[config.mk]
export PLATFORM = sky130hd
export DESIGN_NAME = hic_div_stage
export DESIGN_NICKNAME = d
export VERILOG_FILES = /design/src/design/hic_pkg.sv /design/src/design/hic_div_stage.sv
export SDC_FILE = /design/constraint.sdc
export NUM_CORES = 1
export LEC_CHECK = 0
export ABC_AREA = 1
export BUFFER_PORTS_ARGS = -buffer_cell sky130_fd_sc_hd__buf_2
export CORE_AREA = 2 2 397 399
export CTS_CLUSTER_SIZE = 40
export DETAILED_ROUTE_END_ITERATION = 8
export DIE_AREA = 0 0 399 401
export PLACE_DENSITY = 0.47
export SYNTH_ARGS = -nofsm -noshare
export SYNTH_HDL_FRONTEND = slang
export SYNTH_SLANG_ARGS = --single-unit
[constraint.sdc]
create_clock -name clk_i -period 1.05 [get_ports clk_i]
set_input_delay 0.0525 -clock clk_i [delete_from_list [all_inputs] [get_ports clk_i]]
set_output_delay 0.0525 -clock clk_i [all_outputs]
set_load 0.01 [all_outputs]
[src/design/hic_pkg.sv]
// Shared constants and types for the homography inlier check unit.
package hic_pkg;

  localparam int unsigned RegBits  = 63;
  localparam int unsigned ErrBits  = 16;
  localparam int unsigned IdxBits  = 2;

  localparam logic [IdxBits-1:0] RegRowOne   = 2'd0;
  localparam logic [IdxBits-1:0] RegRowTwo   = 2'd1;
  localparam logic [IdxBits-1:0] RegRowThree = 2'd2;
  localparam logic [IdxBits-1:0] RegMaxError = 2'd3;

  localparam logic [ErrBits-1:0] MaxErrorReset = 16'd64;

  // Numerator and denominator sums fit in 64 bits; the division takes 72 steps.
  localparam int unsigned SumBits  = 64;
  localparam int unsigned QuotBits = 51;
  localparam int unsigned DivSteps = 72;
  localparam int unsigned QuotShift = 18;
  localparam int unsigned NumShift  = 16;
  localparam int unsigned DenShift  = 18;

endpackage

[src/design/hic_div_stage.sv]
// One restoring-division step applied to both projections, with pass-through payload.
module hic_div_stage #(
  parameter int unsigned PayBits = 80,
  parameter int unsigned Step    = 71
) (
  input  logic                             clk_i,
  input  logic                             rst_ni,
  input  logic                             en_i,
  input  logic                             valid_i,
  input  logic                             ok_i,
  input  logic [hic_pkg::SumBits-1:0]      ad_i,
  input  logic [hic_pkg::SumBits-1:0]      anx_i,
  input  logic [hic_pkg::SumBits-1:0]      any_i,
  input  logic [hic_pkg::SumBits:0]        remx_i,
  input  logic [hic_pkg::SumBits:0]        remy_i,
  input  logic [hic_pkg::QuotBits-1:0]     quox_i,
  input  logic [hic_pkg::QuotBits-1:0]     quoy_i,
  input  logic [1:0]                       neg_i,
  input  logic [PayBits-1:0]               pay_i,
  output logic                             valid_o,
  output logic                             ok_o,
  output logic [hic_pkg::SumBits-1:0]      ad_o,
  output logic [hic_pkg::SumBits-1:0]      anx_o,
  output logic [hic_pkg::SumBits-1:0]      any_o,
  output logic [hic_pkg::SumBits:0]        remx_o,
  output logic [hic_pkg::SumBits:0]        remy_o,
  output logic [hic_pkg::QuotBits-1:0]     quox_o,
  output logic [hic_pkg::QuotBits-1:0]     quoy_o,
  output logic [1:0]                       neg_o,
  output logic [PayBits-1:0]               pay_o
);

  localparam int unsigned SB = hic_pkg::SumBits;
  localparam int unsigned QB = hic_pkg::QuotBits;

  logic              bitx, bity;
  logic [SB+1:0]     shx, shy;
  logic              gex, gey;
  logic [SB:0]       remx_d, remy_d;
  logic [QB-1:0]     quox_d, quoy_d;
  logic              ok_d;
  logic              valid_q, ok_q;
  logic [SB-1:0]     ad_q, anx_q, any_q;
  logic [SB:0]       remx_q, remy_q;
  logic [QB-1:0]     quox_q, quoy_q;
  logic [1:0]        neg_q;
  logic [PayBits-1:0] pay_q;

  always_comb begin
    if (Step >= hic_pkg::QuotShift) begin
      bitx = anx_i[(Step - hic_pkg::QuotShift) % SB];
      bity = any_i[(Step - hic_pkg::QuotShift) % SB];
    end else begin
      bitx = 1'b0;
      bity = 1'b0;
    end
    shx = {remx_i, bitx};
    shy = {remy_i, bity};
    gex = shx >= {2'b00, ad_i};
    gey = shy >= {2'b00, ad_i};
    remx_d = gex ? (SB+1)'(shx - {2'b00, ad_i}) : (SB+1)'(shx);
    remy_d = gey ? (SB+1)'(shy - {2'b00, ad_i}) : (SB+1)'(shy);
    // A quotient of 2^50 or more rejects the pair.
    ok_d = ok_i & ~quox_i[QB-1] & ~quoy_i[QB-1];
    quox_d = {quox_i[QB-2:0], gex};
    quoy_d = {quoy_i[QB-2:0], gey};
    ok_d = ok_d & ~quox_d[QB-1] & ~quoy_d[QB-1];
  end

  always_ff @(posedge clk_i or negedge rst_ni) begin
    if (!rst_ni) begin
      valid_q <= 1'b0;
    end else if (en_i) begin
      valid_q <= valid_i;
    end
  end

  always_ff @(posedge clk_i) begin
    if (en_i) begin
      ok_q   <= ok_d;
      ad_q   <= ad_i;
      anx_q  <= anx_i;
      any_q  <= any_i;
      remx_q <= remx_d;
      remy_q <= remy_d;
      quox_q <= quox_d;
      quoy_q <= quoy_d;
      neg_q  <= neg_i;
      pay_q  <= pay_i;
    end
  end

  assign valid_o = valid_q;
  assign ok_o    = ok_q;
  assign ad_o    = ad_q;
  assign anx_o   = anx_q;
  assign any_o   = any_q;
  assign remx_o  = remx_q;
  assign remy_o  = remy_q;
  assign quox_o  = quox_q;
  assign quoy_o  = quoy_q;
  assign neg_o   = neg_q;
  assign pay_o   = pay_q;

endmodule

# After elaboration in Yosys (flattened, before gate mapping)

Index checks and enable logic that the tools add are counted.

Input port bits: 511
Word-level logic and storage cells: 25
Output and inout port bits: 508
Register bits: 508

Multiplexer cells: 2
Add/subtract/negate cells: 2
Bitwise gates (word level): 8
Magnitude comparators: 2

Operator list:

| operator                                         | count |
|---|---|
| 66-bit by 64-bit >= comparator with 1-bit output | 2 |
| 65-bit two-way mux                               | 2 |
| 65-bit by 64-bit subtractor with 65-bit output   | 2 |
| 1-bit bitwise AND                                | 4 |
| 1-bit NOT                                        | 4 |

# Logic depth before layout (Yosys ltp)

Depth after elaboration: 5
Mapped depth: 18
Depth with buffers taken out: 18

# Least setup slack after synthesis

Ideal clock, no wire load.

Path kind: input port to flip-flop
From: input port anx_i[53] in the netlist's numbering
To: register remx_q[64], in the netlist remx_o[64], data pin
Stages on the path: 16
Setup slack: -904 ps
Arrival: 1,706 ps
Path buffers: 2
Library setup time: 249 ps
Path through: inv_1 -> ha_1 -> inv_1 -> fa_1 -> nand3_1 -> nand3_2 -> nand2_1 -> nand2_1 -> nand2_1 -> nand2_1 -> nand2_1 -> nand3_2 -> buf_6 -> buf_6 -> nand2_1 -> inv_2

Word-level cells in the longest chain between the ends: 2

RTL lines:

| item                                             | RTL line            | RTL |
|---|---|---|
| start: declaration                               | hic_div_stage.sv:12 | `input logic [hic_pkg::SumBits-1:0] anx_i,` |
| 66-bit by 64-bit >= comparator with 1-bit output | hic_div_stage.sv:59 | `gex = shx >= {2'b00, ad_i};` |
| via gex                                          | hic_div_stage.sv:38 | `logic gex, gey;` |
| 65-bit two-way mux                               | hic_div_stage.sv:61 | `remx_d = gex ? (SB+1)'(shx - {2'b00, ad_i}) : (SB+1)'(shx);` |
| via remx_d[64]                                   | hic_div_stage.sv:39 | `logic [SB:0] remx_d, remy_d;` |
| end signal: assignment                           | hic_div_stage.sv:84 | `remx_q <= remx_d;` |
| end: declaration                                 | hic_div_stage.sv:44 | `logic [SB:0] remx_q, remy_q;` |

The timed path passes the listed nets, and every way through them passes these cells.
A chain may end at the register's enable or synchronous reset.

# Worst setup path after layout

From: input port ad_i[58] in the netlist's numbering
To: register remy_q[45], in the netlist remy_o[45], data pin

Word-level cells in the longest chain between the ends: 2

RTL lines:

| item                                             | RTL line            | RTL |
|---|---|---|
| start: declaration                               | hic_div_stage.sv:11 | `input logic [hic_pkg::SumBits-1:0] ad_i,` |
| 66-bit by 64-bit >= comparator with 1-bit output | hic_div_stage.sv:60 | `gey = shy >= {2'b00, ad_i};` |
| 65-bit two-way mux                               | hic_div_stage.sv:62 | `remy_d = gey ? (SB+1)'(shy - {2'b00, ad_i}) : (SB+1)'(shy);` |
| via remy_d[45]                                   | hic_div_stage.sv:39 |  |
| end signal: assignment                           | hic_div_stage.sv:85 | `remy_q <= remy_d;` |
| end: declaration                                 | hic_div_stage.sv:44 |  |

The timed path passes the listed nets, and every way through them passes these cells.

==> flow_metrics.env <==
export IMPL_startpoint_type="input pin"
export IMPL_path_buf_inv=5
export IMPL_vias_per_cell=4.11
export IMPL_multiInputGateArea_um2=13800
export IMPL_nFillCells=16100
export IMPL_syn_avg_cell_area_um2=8.03
export IMPL_drive_above_1_share_pct=40.9
export IMPL_synth_ff_type="edfxtp_1"
export IMPL_total_power_mw=69.7
export IMPL_ys_seq_area_share_pct=50.9
export IMPL_dp_hpwl_mm=134
export IMPL_ir_drop_mv=0.995
export IMPL_place_gp_congestion=0.919
export IMPL_setup_viol=641
export IMPL_worstPathCellList="buf_6, clkinvlp_4, ha_4, nand2_4, buf_6, nor2_4, nand3_2, or2_4, nor3_4, nand2_4, buf_8, bufbuf_16, nand4_1, nand2_1"
export IMPL_synth_top_family_by_area="simple AND/OR/NAND/NOR gates"
export IMPL_port_buffers=1018
export IMPL_placed_area_um2=43400
export IMPL_clk_pin_slew_ns=0.07
export IMPL_arrival_ns=2.27
export IMPL_p_leak_nw=27.0
export IMPL_ys_types=33
export IMPL_syn_num_nets=4372
export IMPL_power_density_nw_per_um2=1280
export IMPL_area_growth_syn_to_layout_pct=80.9
export IMPL_core_area_um2=156000
export IMPL_max_freq_mhz=549
export IMPL_dp_cells=7456
export IMPL_synth_compound_area_share_pct=1.70
export IMPL_cts_max_path_buffers=3
export IMPL_yosys_warnings=0
export IMPL_synthArstFlopShare_pct=0.197
export IMPL_synth_xor_area_share_pct=1.81
export IMPL_grt_usage_pct=19.8
export IMPL_cts_sinks=508
export IMPL_maxSlewHeadroom_pct=50.0
export IMPL_seqCellArea_um2=15200
export IMPL_cp_slowest_cell="ha_4"
export IMPL_die_y_um=401
export IMPL_critPathMaxStageDelay_ns=0.36
export IMPL_drc=0
export IMPL_muxShareOfSynthArea_pct=0.0376
export IMPL_drt_iter0_drc=1963
export IMPL_fin_area_um2=54200
export IMPL_worstMarginPinSlew_ns=0.743
export IMPL_vias=33600
export IMPL_utilization_pct=34.8
export IMPL_violations="hold timing, setup timing"
export IMPL_final_cells=8159
export IMPL_grt_pass1_wl_mm=229
export IMPL_synth_cells=3731
export IMPL_avgRoutedWirePerCell_um=20.5
export IMPL_final_min_clock_period_ns=1.82
export IMPL_drt_wl_total_mm=167
export IMPL_synth_simple_area_share_pct=29.0
export IMPL_ant_nets=0
export IMPL_rsz0062_at_grt="true"
export IMPL_hp_class="in2reg"
export IMPL_finalNetCount=6688
export IMPL_dieWidth_um=399
export IMPL_synth_edf_count=507
export IMPL_outcome="complete, but fails checks"
export IMPL_antenna_found_initial=23
export IMPL_pin_count=1019
export IMPL_die_area_um2=160000
export IMPL_setup_ws_ns=-0.771
export IMPL_cp_required_ns=1.50
export IMPL_grt_max_degree=48
export IMPL_finalMaxSlewViolations=0
export IMPL_cts_root_buf="clkbuf_16"
export IMPL_htree_levels=3
export IMPL_overflow=0
export IMPL_whs_ns=-0.229
export IMPL_num_rows=145
export IMPL_clock_skew_final_ns=0
export IMPL_synth_seq_cells=508
export IMPL_synth_area_um2=30000
export IMPL_drt_pass1_iterations=6
export IMPL_grt_pass1_vias=33700
export IMPL_crit_type="in2reg"
export IMPL_synthAdderAreaFrac_pct=5.48
export IMPL_finalHoldViolCount=2
export IMPL_initial_core_util_pct=19.3
export IMPL_cts_tree="yes"
export IMPL_fin_crit_sh_pct=173
export IMPL_insertion_delay_ns=0.67
export IMPL_endpoint_kind="register"
export IMPL_cpLargestDelayFamily="simple AND/OR/NAND/NOR gates"
export IMPL_crit_fanout=4
export IMPL_maxCapViolCount=0
export IMPL_cts_buffers=66
logic make-up after synthesis:
group / count (synthesis)
xor gates and xnor gates: 62
and+or+nand+nor: 2094
buffers and inverters: 834
muxes: 1
DFF: 508
AOI/OAI and AO/OA: 102
adders and majority gates: 130
flip-flops by register name, summed over array words and instances, names as in the netlist:
signal / flops
valid_o: 1
anx_o: 64
ad_o: 64
quoy_o: 51
neg_o: 2
any_o: 64
remx_o: 65
pay_o: 80
quox_o: 51
ok_o: 1
remy_o: 65
layer usage:
layer / vias up / global-route usage (%) / part of all wire, %
li1: 16400 / - / -
met1: 15900 / 22.9 / 40
met2: 1090 / 36.8 / 52
met3: 239 / 3.02 / 5.1
met4: 4 / 6.46 / 3.5
met5: - / 0 / 0.014
stage by stage:
step	setup slack (ns)	TNS (ns)
final	-0.771	-193.07
after CTS	-0.734	-220.55
after detailed placement	-1.70	-209.39
after global routing	-0.803	-227.70
after floorplan	-0.805	-104.26
after global placement	-1.72	-209.66
timing repair:
item	4_1_cts	5_1_grt
resized for setup	351	302
hold endpoints to repair	580	3
gates cloned	16	4
hold buffers	507	1
setup endpoints to repair	640	641
pin swaps	89	110
setup buffers	37	21
report_power, final:
part / internal (mW) / total (mW) / switching (mW)
combinational: 9.40 / 21.3 / 11.9
sequential: 24.8 / 25.6 / 0.797
clock: 12.8 / 22.8 / 9.94
total: 47.0 / 69.7 / 22.7
cells in the mapped netlist, types with 2 or more instances:
master	instances	area, µm²
fa_1	2	40.0
a21oi_1	92	460
nor2_1	190	713
nand3_1	108	541
and3_1	10	62.6
inv_1	762	2860
buf_4	2	15.0
inv_2	15	56.3
nand3_2	4	40.0
buf_12	4	80.1
xor2_1	62	543
nand2_2	43	269
buf_6	4	45.0
buf_2	44	220
nor4_1	13	81.3
nor2_2	17	106
ha_1	128	1600
nor3_1	21	105
nand4_1	143	895
buf_8	2	30.0
and2_1	5	31.3
edfxtp_1	507	15200
nand2_1	1522	5710
or2_2	3	18.8
nor3b_1	2	15.0
nor3_2	6	60.1
nand3b_1	5	37.5
o21ai_0	10	50.1
cell type report:
type,count,area share [%]
Clock buffer,78,3.13
Sequential cell,508,28.1
Timing Repair Buffer,2304,32.0
Multi-Input combinational cell,2389,25.5
Tap cell,2058,4.75
Inverter,778,5.64
Clock inverter,37,0.791
Antenna cell,7,0.0323
worst min-delay path: stages:
cell     delay (ns)
buf_2          0.12
nand4_1        0.09
nand2_1        0.07
worst paths after layout:
path	end	cells past startpoint	startpoint	slack (ns)
setup / recovery	remy_o[45]	14	ad_i[58]	-0.77
hold / removal	remx_o[1]	3	remx_i[0]	-0.23
setup reg to reg	valid_o	1	valid_o	0.32
hold reg to reg	valid_o	1	valid_o	0.50
max in group asynchronous	valid_o	3	rst_ni	0.73
min in group asynchronous	valid_o	3	rst_ni	0.22
placed cells by master, fill, tap and decap left out, types with 14 or more instances in the layout:
cell / n
buf_6: 39
nand3_2: 14
ha_4: 67
inv_2: 49
xor2_1: 57
buf_12: 58
buf_4: 692
a21oi_2: 33
ha_1: 60
edfxtp_1: 507
nand4_1: 143
buf_16: 14
clkinvlp_4: 33
dlygate4sd3_1: 508
clkbuf_16: 68
nand2_2: 218
inv_1: 692
nor3_1: 16
nand2_1: 1312
nand2_4: 34
buf_2: 982
a21oi_1: 53
nand3_1: 95
nor2_2: 63
nor2_4: 36
nor2_1: 109
Power figures use the tool's default switching activity.
